<file path="src/sv/bitmap_frame_allocator_top_defines.svh">
// Assertion macros for the bitmap frame allocator.
// Depends on nothing; the including module provides clock and reset.
`ifndef BITMAP_FRAME_ALLOCATOR_TOP_DEFINES_SVH
`define BITMAP_FRAME_ALLOCATOR_TOP_DEFINES_SVH

// Same-cycle implication, checked at every rising clock edge out of reset.
`define BFA_ASSERT_SAME(label, ante, cons, msg) \
   label: assert property (@(posedge clock) disable iff (reset) (ante) |-> (cons)) \
      else $error(msg);

// Next-cycle implication, checked at every rising clock edge out of reset.
`define BFA_ASSERT_NEXT(label, ante, cons, msg) \
   label: assert property (@(posedge clock) disable iff (reset) (ante) |=> (cons)) \
      else $error(msg);

`endif

</file>
<file path="src/sv/bfa_pkg.sv">
// Shared types, codes and helpers of the bitmap frame allocator.
// Depends on nothing.
`default_nettype none

package bfa_pkg;

   localparam int ADDR_W  = 24;
   localparam int LEN_W   = 25;
   localparam int CMD_W   = 3;
   localparam int TOTAL_W = 13;
   localparam int WORD_W  = 64;
   localparam int BIT_W   = 6;

   localparam logic [TOTAL_W-1:0] TOTAL_RESET = 13'd4096;
   localparam logic [BIT_W-1:0]   BIT_MAX     = 6'd63;

   typedef enum logic [CMD_W-1:0] {
      CMD_ALLOC   = 3'd0,
      CMD_FREE    = 3'd1,
      CMD_FILL    = 3'd2,
      CMD_RELEASE = 3'd3,
      CMD_RESERVE = 3'd4
   } cmd_type;

   typedef enum logic [2:0] {
      ST_CLEAR,
      ST_IDLE,
      ST_SETUP,
      ST_SCAN,
      ST_FILL,
      ST_DONE
   } state_type;

   typedef struct packed {
      logic [CMD_W-1:0]  command;
      logic [ADDR_W-1:0] address;
      logic [LEN_W-1:0]  length;
   } req_type;

   typedef struct packed {
      logic [ADDR_W-1:0] frame_address;
      logic              found;
   } rsp_type;

   // Index of the lowest set bit, by halving the word in BIT_W steps.
   function automatic logic [BIT_W-1:0] find_first_set(input logic [WORD_W-1:0] vec);
      logic [WORD_W-1:0] v;
      logic [BIT_W-1:0]  idx;
      v   = vec;
      idx = '0;
      for (int k = BIT_W - 1; k >= 0; k--) begin
         if ((v & ((WORD_W'(1) << (1 << k)) - WORD_W'(1))) == '0) begin
            idx[k] = 1'b1;
            v      = v >> (1 << k);
         end
      end
      return idx;
   endfunction

endpackage

`default_nettype wire

</file>
<file path="src/sv/bfa_bitmap_ram.sv">
// Word-wide bitmap store: one write port, one read port, registered read data.
// Depends on nothing.
`default_nettype none

module bfa_bitmap_ram #(
   parameter int DEPTH  = 64,
   parameter int AW     = 6,
   parameter int DATA_W = 64
) (
   input  wire logic              clock,
   input  wire logic              wr_en,
   input  wire logic [AW-1:0]     wr_addr,
   input  wire logic [DATA_W-1:0] wr_data,
   input  wire logic              rd_en,
   input  wire logic [AW-1:0]     rd_addr,
   output logic      [DATA_W-1:0] rd_data_ff
);

   logic [DATA_W-1:0] mem [DEPTH];

   always_ff @(posedge clock) begin
      if (wr_en) begin
         mem[wr_addr] <= wr_data;
      end
      if (rd_en) begin
         rd_data_ff <= mem[rd_addr];
      end
   end

endmodule

`default_nettype wire

</file>
<file path="src/sv/bitmap_frame_allocator_top.sv">
// Bitmap frame allocator, first fit: command FSM around a word-wide bitmap RAM.
// Depends on bfa_pkg, bfa_bitmap_ram and bitmap_frame_allocator_top_defines.svh.
//
//   channel   ports                         handshake
//   -------   ---------------------------   -----------------------------------
//   request   start, busy, req_data          beat taken when start && !busy
//   result    rsp_valid, rsp_data            one-cycle strobe, cannot be stalled
//   config    csr_wr_en, csr_wr_data         written on any edge with csr_wr_en
//
// Allocate, free and region commands run a setup step, a first read, then each
// 64-frame word touched in turn, with the read of the next word overlapped with the
// write-back of the last; allocate stops at the first word that holds a free frame.
// Fill-all marks every word used; an unknown command or an empty range skips the store.
// Reset: a clearing pass marks every word used, with busy held high throughout.
// The result strobe follows the last busy cycle; the receiver cannot stall it.
`default_nettype none
`include "bitmap_frame_allocator_top_defines.svh"

module bitmap_frame_allocator_top #(
   parameter int MAX_FRAMES  = 4096,
   parameter int FRAME_BYTES = 4096
) (
   input  wire logic                            clock,
   input  wire logic                            reset,
   input  wire logic                            start,
   output logic                                 busy,
   input  wire bfa_pkg::req_type                req_data,
   output logic                                 rsp_valid,
   output bfa_pkg::rsp_type                     rsp_data,
   input  wire logic                            csr_wr_en,
   input  wire logic [bfa_pkg::TOTAL_W-1:0]     csr_wr_data
);

   localparam int ADDR_W      = bfa_pkg::ADDR_W;
   localparam int LEN_W       = bfa_pkg::LEN_W;
   localparam int WORD_W      = bfa_pkg::WORD_W;
   localparam int BIT_W       = bfa_pkg::BIT_W;
   // FRAME_BYTES must be a power of two
   localparam int FRAME_SHIFT = $clog2(FRAME_BYTES);
   localparam int NUM_WORDS   = (MAX_FRAMES + WORD_W - 1) / WORD_W;
   localparam int WADDR_W     = (NUM_WORDS > 1) ? $clog2(NUM_WORDS) : 1;
   localparam int IDX_W       = WADDR_W + BIT_W;
   localparam int AFR_W       = ADDR_W - FRAME_SHIFT;
   localparam int CNT_W       = LEN_W + 1 - FRAME_SHIFT;
   localparam int M1_W        = (IDX_W + 1 > CNT_W) ? IDX_W + 1 : CNT_W;
   localparam int M2_W        = (M1_W > AFR_W) ? M1_W : AFR_W;
   localparam int M3_W        = (M2_W > bfa_pkg::TOTAL_W) ? M2_W : bfa_pkg::TOTAL_W;
   localparam int E_W         = M3_W + 1;
   localparam logic [WORD_W-1:0] ONES = {WORD_W{1'b1}};

   // Configuration register
   logic [bfa_pkg::TOTAL_W-1:0] total_ff;

   always_ff @(posedge clock) begin
      if (reset) begin
         total_ff <= bfa_pkg::TOTAL_RESET;
      end else if (csr_wr_en) begin
         total_ff <= csr_wr_data;
      end
   end

   // Control and work registers
   bfa_pkg::state_type state_ff, state_in;
   logic               rsp_valid_ff, rsp_valid_in;
   bfa_pkg::rsp_type   rsp_data_ff, rsp_data_in;
   logic               rd_live_ff, rd_live_in;
   logic               pend_ff, pend_in;
   logic [WADDR_W-1:0] fill_w_ff, fill_w_in;
   logic [WADDR_W-1:0] rd_w_ff, rd_w_in;
   logic [WADDR_W-1:0] proc_w_ff, proc_w_in;
   logic               alloc_ff, alloc_in;
   logic               value_ff, value_in;
   logic [E_W-1:0]     first_ff, first_in;
   logic [E_W-1:0]     count_ff, count_in;
   logic [IDX_W-1:0]   lo_ff, lo_in;
   logic [IDX_W-1:0]   hi_ff, hi_in;

   // Bitmap RAM port
   logic               mem_we;
   logic [WADDR_W-1:0] mem_waddr;
   logic [WORD_W-1:0]  mem_wdata;
   logic               mem_re;
   logic [WADDR_W-1:0] mem_raddr;
   logic [WORD_W-1:0]  mem_rdata;

   bfa_bitmap_ram #(
      .DEPTH  (NUM_WORDS),
      .AW     (WADDR_W),
      .DATA_W (WORD_W)
   ) u_ram (
      .clock      (clock),
      .wr_en      (mem_we),
      .wr_addr    (mem_waddr),
      .wr_data    (mem_wdata),
      .rd_en      (mem_re),
      .rd_addr    (mem_raddr),
      .rd_data_ff (mem_rdata)
   );

   // Decode helpers for the accepted beat
   logic [E_W-1:0]    req_frame;
   logic [LEN_W:0]    len_round;
   logic [E_W-1:0]    cnt_floor;
   logic [E_W-1:0]    cnt_ceil;

   assign req_frame = E_W'(req_data.address[ADDR_W-1:FRAME_SHIFT]);
   assign len_round = {1'b0, req_data.length} + (LEN_W + 1)'(FRAME_BYTES - 1);
   assign cnt_floor = E_W'(req_data.length[LEN_W-1:FRAME_SHIFT]);
   assign cnt_ceil  = E_W'(len_round[LEN_W:FRAME_SHIFT]);

   // Range setup: clamp the end of the range to the store
   logic [E_W-1:0] end_sum;
   logic [E_W-1:0] end_m1;
   logic           range_empty;

   assign end_sum     = first_ff + count_ff;
   assign end_m1      = (end_sum > E_W'(MAX_FRAMES)) ? E_W'(MAX_FRAMES - 1)
                                                     : end_sum - E_W'(1);
   assign range_empty = (count_ff == '0) || (first_ff >= E_W'(MAX_FRAMES));

   // Word-level view of the range
   logic [WADDR_W-1:0] lo_word, hi_word;
   logic [BIT_W-1:0]   lo_bit, hi_bit;
   logic [WORD_W-1:0]  word_mask;
   logic [WORD_W-1:0]  free_bits;
   logic [BIT_W-1:0]   free_idx;
   logic [IDX_W-1:0]   hit_frame;
   logic [IDX_W+FRAME_SHIFT-1:0] hit_bytes;

   assign lo_word   = lo_ff[IDX_W-1:BIT_W];
   assign hi_word   = hi_ff[IDX_W-1:BIT_W];
   assign lo_bit    = (proc_w_ff == lo_word) ? lo_ff[BIT_W-1:0] : '0;
   assign hi_bit    = (proc_w_ff == hi_word) ? hi_ff[BIT_W-1:0] : bfa_pkg::BIT_MAX;
   assign word_mask = (ONES << lo_bit) & (ONES >> (bfa_pkg::BIT_MAX - hi_bit));
   assign free_bits = ~mem_rdata & word_mask;
   assign free_idx  = bfa_pkg::find_first_set(free_bits);
   assign hit_frame = {proc_w_ff, free_idx};
   assign hit_bytes = {hit_frame, {FRAME_SHIFT{1'b0}}};

   // Next state and outputs
   always_comb begin
      state_in     = state_ff;
      rsp_valid_in = 1'b0;
      rsp_data_in  = '0;
      rd_live_in   = 1'b0;
      pend_in      = 1'b0;
      fill_w_in    = fill_w_ff;
      rd_w_in      = rd_w_ff;
      proc_w_in    = rd_w_ff;
      alloc_in     = alloc_ff;
      value_in     = value_ff;
      first_in     = first_ff;
      count_in     = count_ff;
      lo_in        = lo_ff;
      hi_in        = hi_ff;
      mem_we       = 1'b0;
      mem_waddr    = proc_w_ff;
      mem_wdata    = mem_rdata;
      mem_re       = 1'b0;
      mem_raddr    = rd_w_ff;

      unique case (state_ff)
         bfa_pkg::ST_CLEAR, bfa_pkg::ST_FILL: begin
            // Sweep: mark one whole word used per cycle
            mem_we    = 1'b1;
            mem_waddr = fill_w_ff;
            mem_wdata = ONES;
            fill_w_in = fill_w_ff + WADDR_W'(1);
            if (fill_w_ff == WADDR_W'(NUM_WORDS - 1)) begin
               rsp_valid_in = (state_ff == bfa_pkg::ST_FILL);
               state_in     = bfa_pkg::ST_IDLE;
            end
         end
         bfa_pkg::ST_IDLE: begin
            if (start) begin
               alloc_in = 1'b0;
               first_in = req_frame;
               unique case (req_data.command)
                  bfa_pkg::CMD_ALLOC: begin
                     alloc_in = 1'b1;
                     value_in = 1'b1;
                     first_in = '0;
                     count_in = E_W'(total_ff);
                     state_in = bfa_pkg::ST_SETUP;
                  end
                  bfa_pkg::CMD_FREE: begin
                     value_in = 1'b0;
                     count_in = E_W'(1);
                     state_in = bfa_pkg::ST_SETUP;
                  end
                  bfa_pkg::CMD_FILL: begin
                     fill_w_in = '0;
                     state_in  = bfa_pkg::ST_FILL;
                  end
                  bfa_pkg::CMD_RELEASE: begin
                     value_in = 1'b0;
                     count_in = cnt_floor;
                     state_in = bfa_pkg::ST_SETUP;
                  end
                  bfa_pkg::CMD_RESERVE: begin
                     value_in = 1'b1;
                     count_in = cnt_ceil;
                     state_in = bfa_pkg::ST_SETUP;
                  end
                  default: begin
                     state_in = bfa_pkg::ST_DONE;
                  end
               endcase
            end
         end
         bfa_pkg::ST_SETUP: begin
            lo_in   = first_ff[IDX_W-1:0];
            hi_in   = end_m1[IDX_W-1:0];
            rd_w_in = first_ff[IDX_W-1:BIT_W];
            if (range_empty) begin
               state_in = bfa_pkg::ST_DONE;
            end else begin
               rd_live_in = 1'b1;
               state_in   = bfa_pkg::ST_SCAN;
            end
         end
         bfa_pkg::ST_SCAN: begin
            // Issue the next read while the previous word is modified
            mem_re     = rd_live_ff;
            pend_in    = rd_live_ff;
            rd_w_in    = rd_w_ff + WADDR_W'(1);
            rd_live_in = rd_live_ff && (rd_w_ff != hi_word);
            if (pend_ff) begin
               if (alloc_ff) begin
                  if (free_bits != '0) begin
                     mem_we                    = 1'b1;
                     mem_wdata                 = mem_rdata | (WORD_W'(1) << free_idx);
                     rsp_data_in.found         = 1'b1;
                     rsp_data_in.frame_address = ADDR_W'(hit_bytes);
                     rsp_valid_in              = 1'b1;
                     state_in                  = bfa_pkg::ST_IDLE;
                  end else if (proc_w_ff == hi_word) begin
                     rsp_valid_in = 1'b1;
                     state_in     = bfa_pkg::ST_IDLE;
                  end
               end else begin
                  mem_we    = 1'b1;
                  mem_wdata = value_ff ? (mem_rdata | word_mask) : (mem_rdata & ~word_mask);
                  if (proc_w_ff == hi_word) begin
                     rsp_valid_in = 1'b1;
                     state_in     = bfa_pkg::ST_IDLE;
                  end
               end
               // Drop any read in flight once the command ends
               if (state_in == bfa_pkg::ST_IDLE) begin
                  pend_in    = 1'b0;
                  rd_live_in = 1'b0;
               end
            end
         end
         bfa_pkg::ST_DONE: begin
            rsp_valid_in = 1'b1;
            state_in     = bfa_pkg::ST_IDLE;
         end
         default: begin
            state_in = bfa_pkg::ST_IDLE;
         end
      endcase
   end

   always_ff @(posedge clock) begin
      if (reset) begin
         state_ff     <= bfa_pkg::ST_CLEAR;
         rsp_valid_ff <= 1'b0;
         rd_live_ff   <= 1'b0;
         pend_ff      <= 1'b0;
         fill_w_ff    <= '0;
      end else begin
         state_ff     <= state_in;
         rsp_valid_ff <= rsp_valid_in;
         rd_live_ff   <= rd_live_in;
         pend_ff      <= pend_in;
         fill_w_ff    <= fill_w_in;
      end
   end

   // Payload and work registers: no reset needed
   always_ff @(posedge clock) begin
      rsp_data_ff <= rsp_data_in;
      rd_w_ff     <= rd_w_in;
      proc_w_ff   <= proc_w_in;
      alloc_ff    <= alloc_in;
      value_ff    <= value_in;
      first_ff    <= first_in;
      count_ff    <= count_in;
      lo_ff       <= lo_in;
      hi_ff       <= hi_in;
   end

   assign busy      = (state_ff != bfa_pkg::ST_IDLE);
   assign rsp_valid = rsp_valid_ff;
   assign rsp_data  = rsp_data_ff;

   // Checks
   `BFA_ASSERT_SAME(a_rsp_when_idle, rsp_valid, !busy, "result beat while busy")
   `BFA_ASSERT_NEXT(a_accept_busy, start && !busy, busy, "accepted beat did not raise busy")
   `BFA_ASSERT_NEXT(a_rsp_single, rsp_valid, !rsp_valid, "result strobe longer than a cycle")
   `BFA_ASSERT_SAME(a_found_alloc, rsp_valid && rsp_data.found, alloc_ff, "found on non-allocate")

endmodule

`default_nettype wire
</file>
<file path="config.mk">
export PLATFORM = sky130hd
export DESIGN_NAME = bitmap_frame_allocator_top
export DESIGN_NICKNAME = d
export VERILOG_FILES = /design/src/sv/bfa_pkg.sv /design/src/sv/bfa_bitmap_ram.sv /design/src/sv/bitmap_frame_allocator_top.sv
export VERILOG_INCLUDE_DIRS = /design/src /design/src/sv
export SDC_FILE = /design/constraint.sdc
export NUM_CORES = 2
export LEC_CHECK = 0
export BUFFER_PORTS_ARGS = -buffer_cell sky130_fd_sc_hd__buf_4
export CORE_ASPECT_RATIO = 1.1
export CORE_UTILIZATION = 53
export CTS_CLUSTER_SIZE = 28
export DETAILED_ROUTE_END_ITERATION = 6
export HOLD_SLACK_MARGIN = 0.03
export PLACE_DENSITY_LB_ADDON = 0.05
export SYNTH_ARGS = -nofsm -noshare
export SYNTH_HDL_FRONTEND = slang
export SYNTH_SLANG_ARGS = --single-unit
</file>
<file path="constraint.sdc">
create_clock -name clock -period 27.6 [get_ports clock]
set_input_delay 4.14 -clock clock [delete_from_list [all_inputs] [get_ports clock]]
set_output_delay 4.14 -clock clock [all_outputs]
set_load 0.03 [all_outputs]
</file>
==> results.md <==
- Across the VDD grid, the largest voltage drop is 63.6 uV.
- Counting the fill cells in the layout gives 22313.
- The count of different cell masters after synthesis is 97.
- The startpoint of the most critical register-to-register path is proc_w_ff[1].
- The number of standard-cell rows in the floorplan is 216.
- The largest driver fanout on the critical path is 64.
- The total routing usage reported by global routing is 0.314.
- Max-cap violations in this run came to 1.
- The number of buffers and inverters on the critical path is 0.
- TritonCTS built the clock tree.
- The clock edge transition at the registers on the reported setup and hold paths is 0.06 ns.
- The floorplan step defined a die boundary enclosing 319000 um2.
- Counting flops with an async set or reset pin after synthesis yields a share of 0.
- The latest clock arrival within the worst-skew pair is 0.99 ns.
- STA classifies the critical path endpoint as a register.
- Data on the critical path arrives at its endpoint at 8.86 ns.
- From left edge to right edge, the die measures 538 um.
- The number of global-route vias before repair came to 82684.
- The share of total power consumed by net switching is 0.197.
- Timing analysis after detailed placement gives a worst setup slack of 19.70 ns.
- The number of antenna violations at the first check in global routing was 34.
- In this run the standard cell core region covers 315000 um2.
- The share of total power dissipated in combinational logic is 0.007.
- The slowest stage of the critical path is the and4_1 cell.
- The worst min-delay path category is register to register.
- The post-cts sizing count is 0.
- Clock tree synthesis selected as its root buffer the cell clkbuf_16.
- In this run the remaining antenna-violating nets after routing total 0.
- By instance count, the cell type seen most on the critical path is nand3_2.
- Dividing the synthesized area by the synthesized cell count gives 22.8 um2.
- The number of nets in the layout is 7829.
- The number of design rule violations left after detail routing is 9.
- Walking the worst path, the cells encountered are xnor2_2 -> and4_1 -> nand2_1 -> o221a_2 -> or4_1 -> nor3_1 -> a32o_1 -> nand3_2 -> a211oi_1 -> o21ai_1 -> or4b_1 -> nand3_2.
- For this design the ratio of total power to cell area is 67.3 nW/um2.
- The number of enable flip-flop cells after synthesis is 4218.
- Ranked by instance count, the synthesized netlist is headed by edfxtp_1 (4218), mux4_2 (1344), clkbuf_1 (287).
- The die height is 592 um.
- For this design the top-level I/O count stands at 96.
- The deepest clock path buffer count is 4.
- The final routed wire length divided by cell count is 40.7 um.
- The power share of the sequential group is 0.553.
- The final count of pins violating max slew is 7.
- Ranked by total cell area, the synthesized netlist is headed by edfxtp_1 (76%), mux4_2 (18%), clkbuf_1 (0.64%).
- Summed over all nets, wire length on met2 after detailed routing comes to 240 mm.
- Global routing finished with a remaining overflow of 0.
- The initial utilization of the core area, before any placement, comes to 0.533.
- The final critical delay including setup and external delays is 8.30 ns.
- The top layer reached by signal wires is met5.
- The area growth from synthesis to layout is 12.6%.
- Summed over all nets, wire length on met3 after detailed routing comes to 39.9 mm.
- The worst setup path is launched from a register.
- Of the synthesized area, sequential elements account for 0.761.
- The count of endpoints failing setup in the final report is 0.
- Counting instances, the worst hold path has a depth of 0.
- At the pin with the least slew margin, the transition time is 1.54 ns.
- Cell internal power was estimated by the tool at 0.0102 W.
- The final cycle utilization of the critical path is 0.301.
- The number of cells on the worst reg-to-reg path is 12.
- The total number of yosys warnings is 0.
- For this design the static power due to leakage is 55.9 nW.
- The fraction of the core area covered by cells at the end of the flow is 0.600.
- The most common cell in the synthesized netlist is edfxtp_1.
- In the final routing, the length of wire on met1 measures 203 mm.
- Synthesis handed over a netlist of 7358 instances.
- The share of total power in the clock network is 0.440.
- Setup repair after global routing left no endpoint under its margin.
- The timing-limited maximum frequency is 121 MHz.
- The register area is 128000 um2.
- The synthesized netlist occupies a cell area of 168000 um2.
- For this block, the routed nets add up to 499 mm of wire.
- The required arrival time at the worst endpoint is 28.17 ns.
- The final count of hold timing violations is 0.
- The wire length of the first global-routing pass is 684 mm.
- The setup TNS is 0 ns.
- The total number of vias is 83873.
- After the first detailed-routing iteration, the DRC count stood at 11847.
- The average via count per standard cell is 6.84.
- The worst slew margin relative to its limit is -0.0395.
- The analysis attributes to net switching a power of 0.00250 W.
- The worst stage delay on the critical path is 0.78 ns.
- The share of synthesized area in the top cell type comes to 0.755.
- The run finished, with violations left.
- The most used flip-flop cell after synthesis is edfxtp_1.
- The setup path with the least slack is of type register to register.
- The worst setup slack after layout is 19.30 ns.
- The hold-fix buffer count after cts is 0.
- The worst register-to-register path ends at u_ram.mem[20][9].
- The count of input and output buffers is 71.
- The maximum number of pins on one net before global-route repair is 140.
- The total number of H-tree levels is 5.
- Counting flops and latches in the post-synthesis netlist gives 4262.
- Buffers inserted during clock tree synthesis total 419.
- The endpoint of the worst hold-timing path is lo_ff[2].
- The maximum clock skew at final layout is 0.0794 ns.
- The number of post-CTS setup repair buffers is 0.
- Routability-driven placement finished with a final weighted congestion of 0.973.
- Before antenna repair, the detailed router went through 7 iterations.
- The checks that failed: design-rule violations, max-capacitance violations, max-slew violations.
- The synthesized design spends more area on one cell type than any other, namely edfxtp_1.
- Once detailed placement completed, the half-perimeter wirelength came to 275 mm.
- The worst hold path begins at first_ff[2].
- The clock drives 4262 sinks.
- The multi-input combinational cell area is 39400 um2.
- In the final layout, the share of cells above drive strength 1 is 0.310.
- The register-to-register setup slack is 19.30 ns.
- The critical path's top delay family is simple AND/OR/NAND/NOR gates.
worst register-to-register path, delay by kind of cell, from the launching register on:
kind	cells	cell delay (ns)
simple gates	7	4.52
flops	1	0.68
xor+xnor	1	0.18
compound gates	4	2.44
placed cells by master (no fill, tap or decap), types with 29 or more instances in the layout:
cell          n
bufinv_16    34
nand2_1     131
edfxtp_1   4218
mux4_2     1344
o22ai_1      53
nand3_1      38
clkbuf_1    110
xnor2_1      29
nor2_4       64
clkinv_2     69
diode_2      31
o21ai_0      97
inv_1        39
buf_4       367
clkinv_1     85
a21oi_1      94
nor2_1      165
nor3_1       45
dfxtp_1      44
clkbuf_16   425
final cells by class:
type                       instances  share of cell area
timing repair buffer             379              0.0159
clock inverter                   224              0.0120
multi-input combinational       2641               0.209
tap                             4142              0.0275
antenna                           31            0.000411
clock buffer                     537              0.0587
inverter                          41            0.000815
sequential                      4262               0.676
worst max path at each step:
stage                 start                to  slack (ns)  depth (start not counted)
4_1_cts        proc_w_ff[1]  u_ram.mem[20][9]       19.59                         12
3_5_place_dp   proc_w_ff[1]  u_ram.mem[36][9]       19.70                         12
5_1_grt        proc_w_ff[1]  u_ram.mem[20][9]       19.38                         12
3_3_place_gp   proc_w_ff[1]  u_ram.mem[36][9]       19.77                         12
2_1_floorplan      hi_ff[3]  u_ram.mem[0][61]       18.95                         14
6_report       proc_w_ff[1]  u_ram.mem[20][9]       19.30                         12
power by group through the flow:
stage,registers (W),clock network (W),logic [W]
5_1_grt,0.00702,0.00589,0.0000845
4_1_cts,0.00702,0.00567,0.0000825
3_5_place_dp,0.00716,0,0.0000820
6_report,0.00702,0.00559,0.0000831
3_3_place_gp,0.00716,0,0.0000820
2_1_floorplan,0.00716,0,0.0000314
flip-flops by register name (all words and copies together), names as in the netlist, 3 cells and up:
| register | count |
|---|---|
| lo_ff | 12 |
| count_ff | 14 |
| hi_ff | 12 |
| mem_raddr | 6 |
| total_ff | 13 |
| rsp_data | 13 |
| first_ff | 12 |
| fill_w_ff | 6 |
| proc_w_ff | 6 |
| u_ram.mem | 4096 |
| state_ff | 3 |
| u_ram.rd_data_ff | 64 |
cells by family after synthesis:
logic type,after synthesis,share of synthesized area
AOI/OAI and AO/OA,538,0.0221
xor gates and xnor gates,57,0.00325
adders and majority gates,16,0.00124
buffers and inverters,466,0.0112
DFF,4262,0.761
muxes,1382,0.183
other,1,0.0000224
and+or+nand+nor,636,0.0187
metrics by stage:
step           hold slack [ns]  total power, W  area (um2)  cells
2_1_floorplan            0.346         0.00719      168000   7369
3_3_place_gp             0.474         0.00724      175000  11463
3_5_place_dp             0.471         0.00724      175000  11463
4_1_cts                  0.489          0.0128      189000  12224
5_1_grt                  0.508          0.0130      189000  12254
6_report                 0.485          0.0127      189000  12257
metal layers:
| layer | GRT usage | vias up |
|---|---|---|
| met2 | 0.499 | 4150 |
| li1 | - | 32452 |
| met5 | 0 | - |
| met4 | 0.0966 | 2 |
| met3 | 0.0484 | 678 |
| met1 | 0.456 | 46591 |
Note: power is estimated with default switching activity, not from simulation.
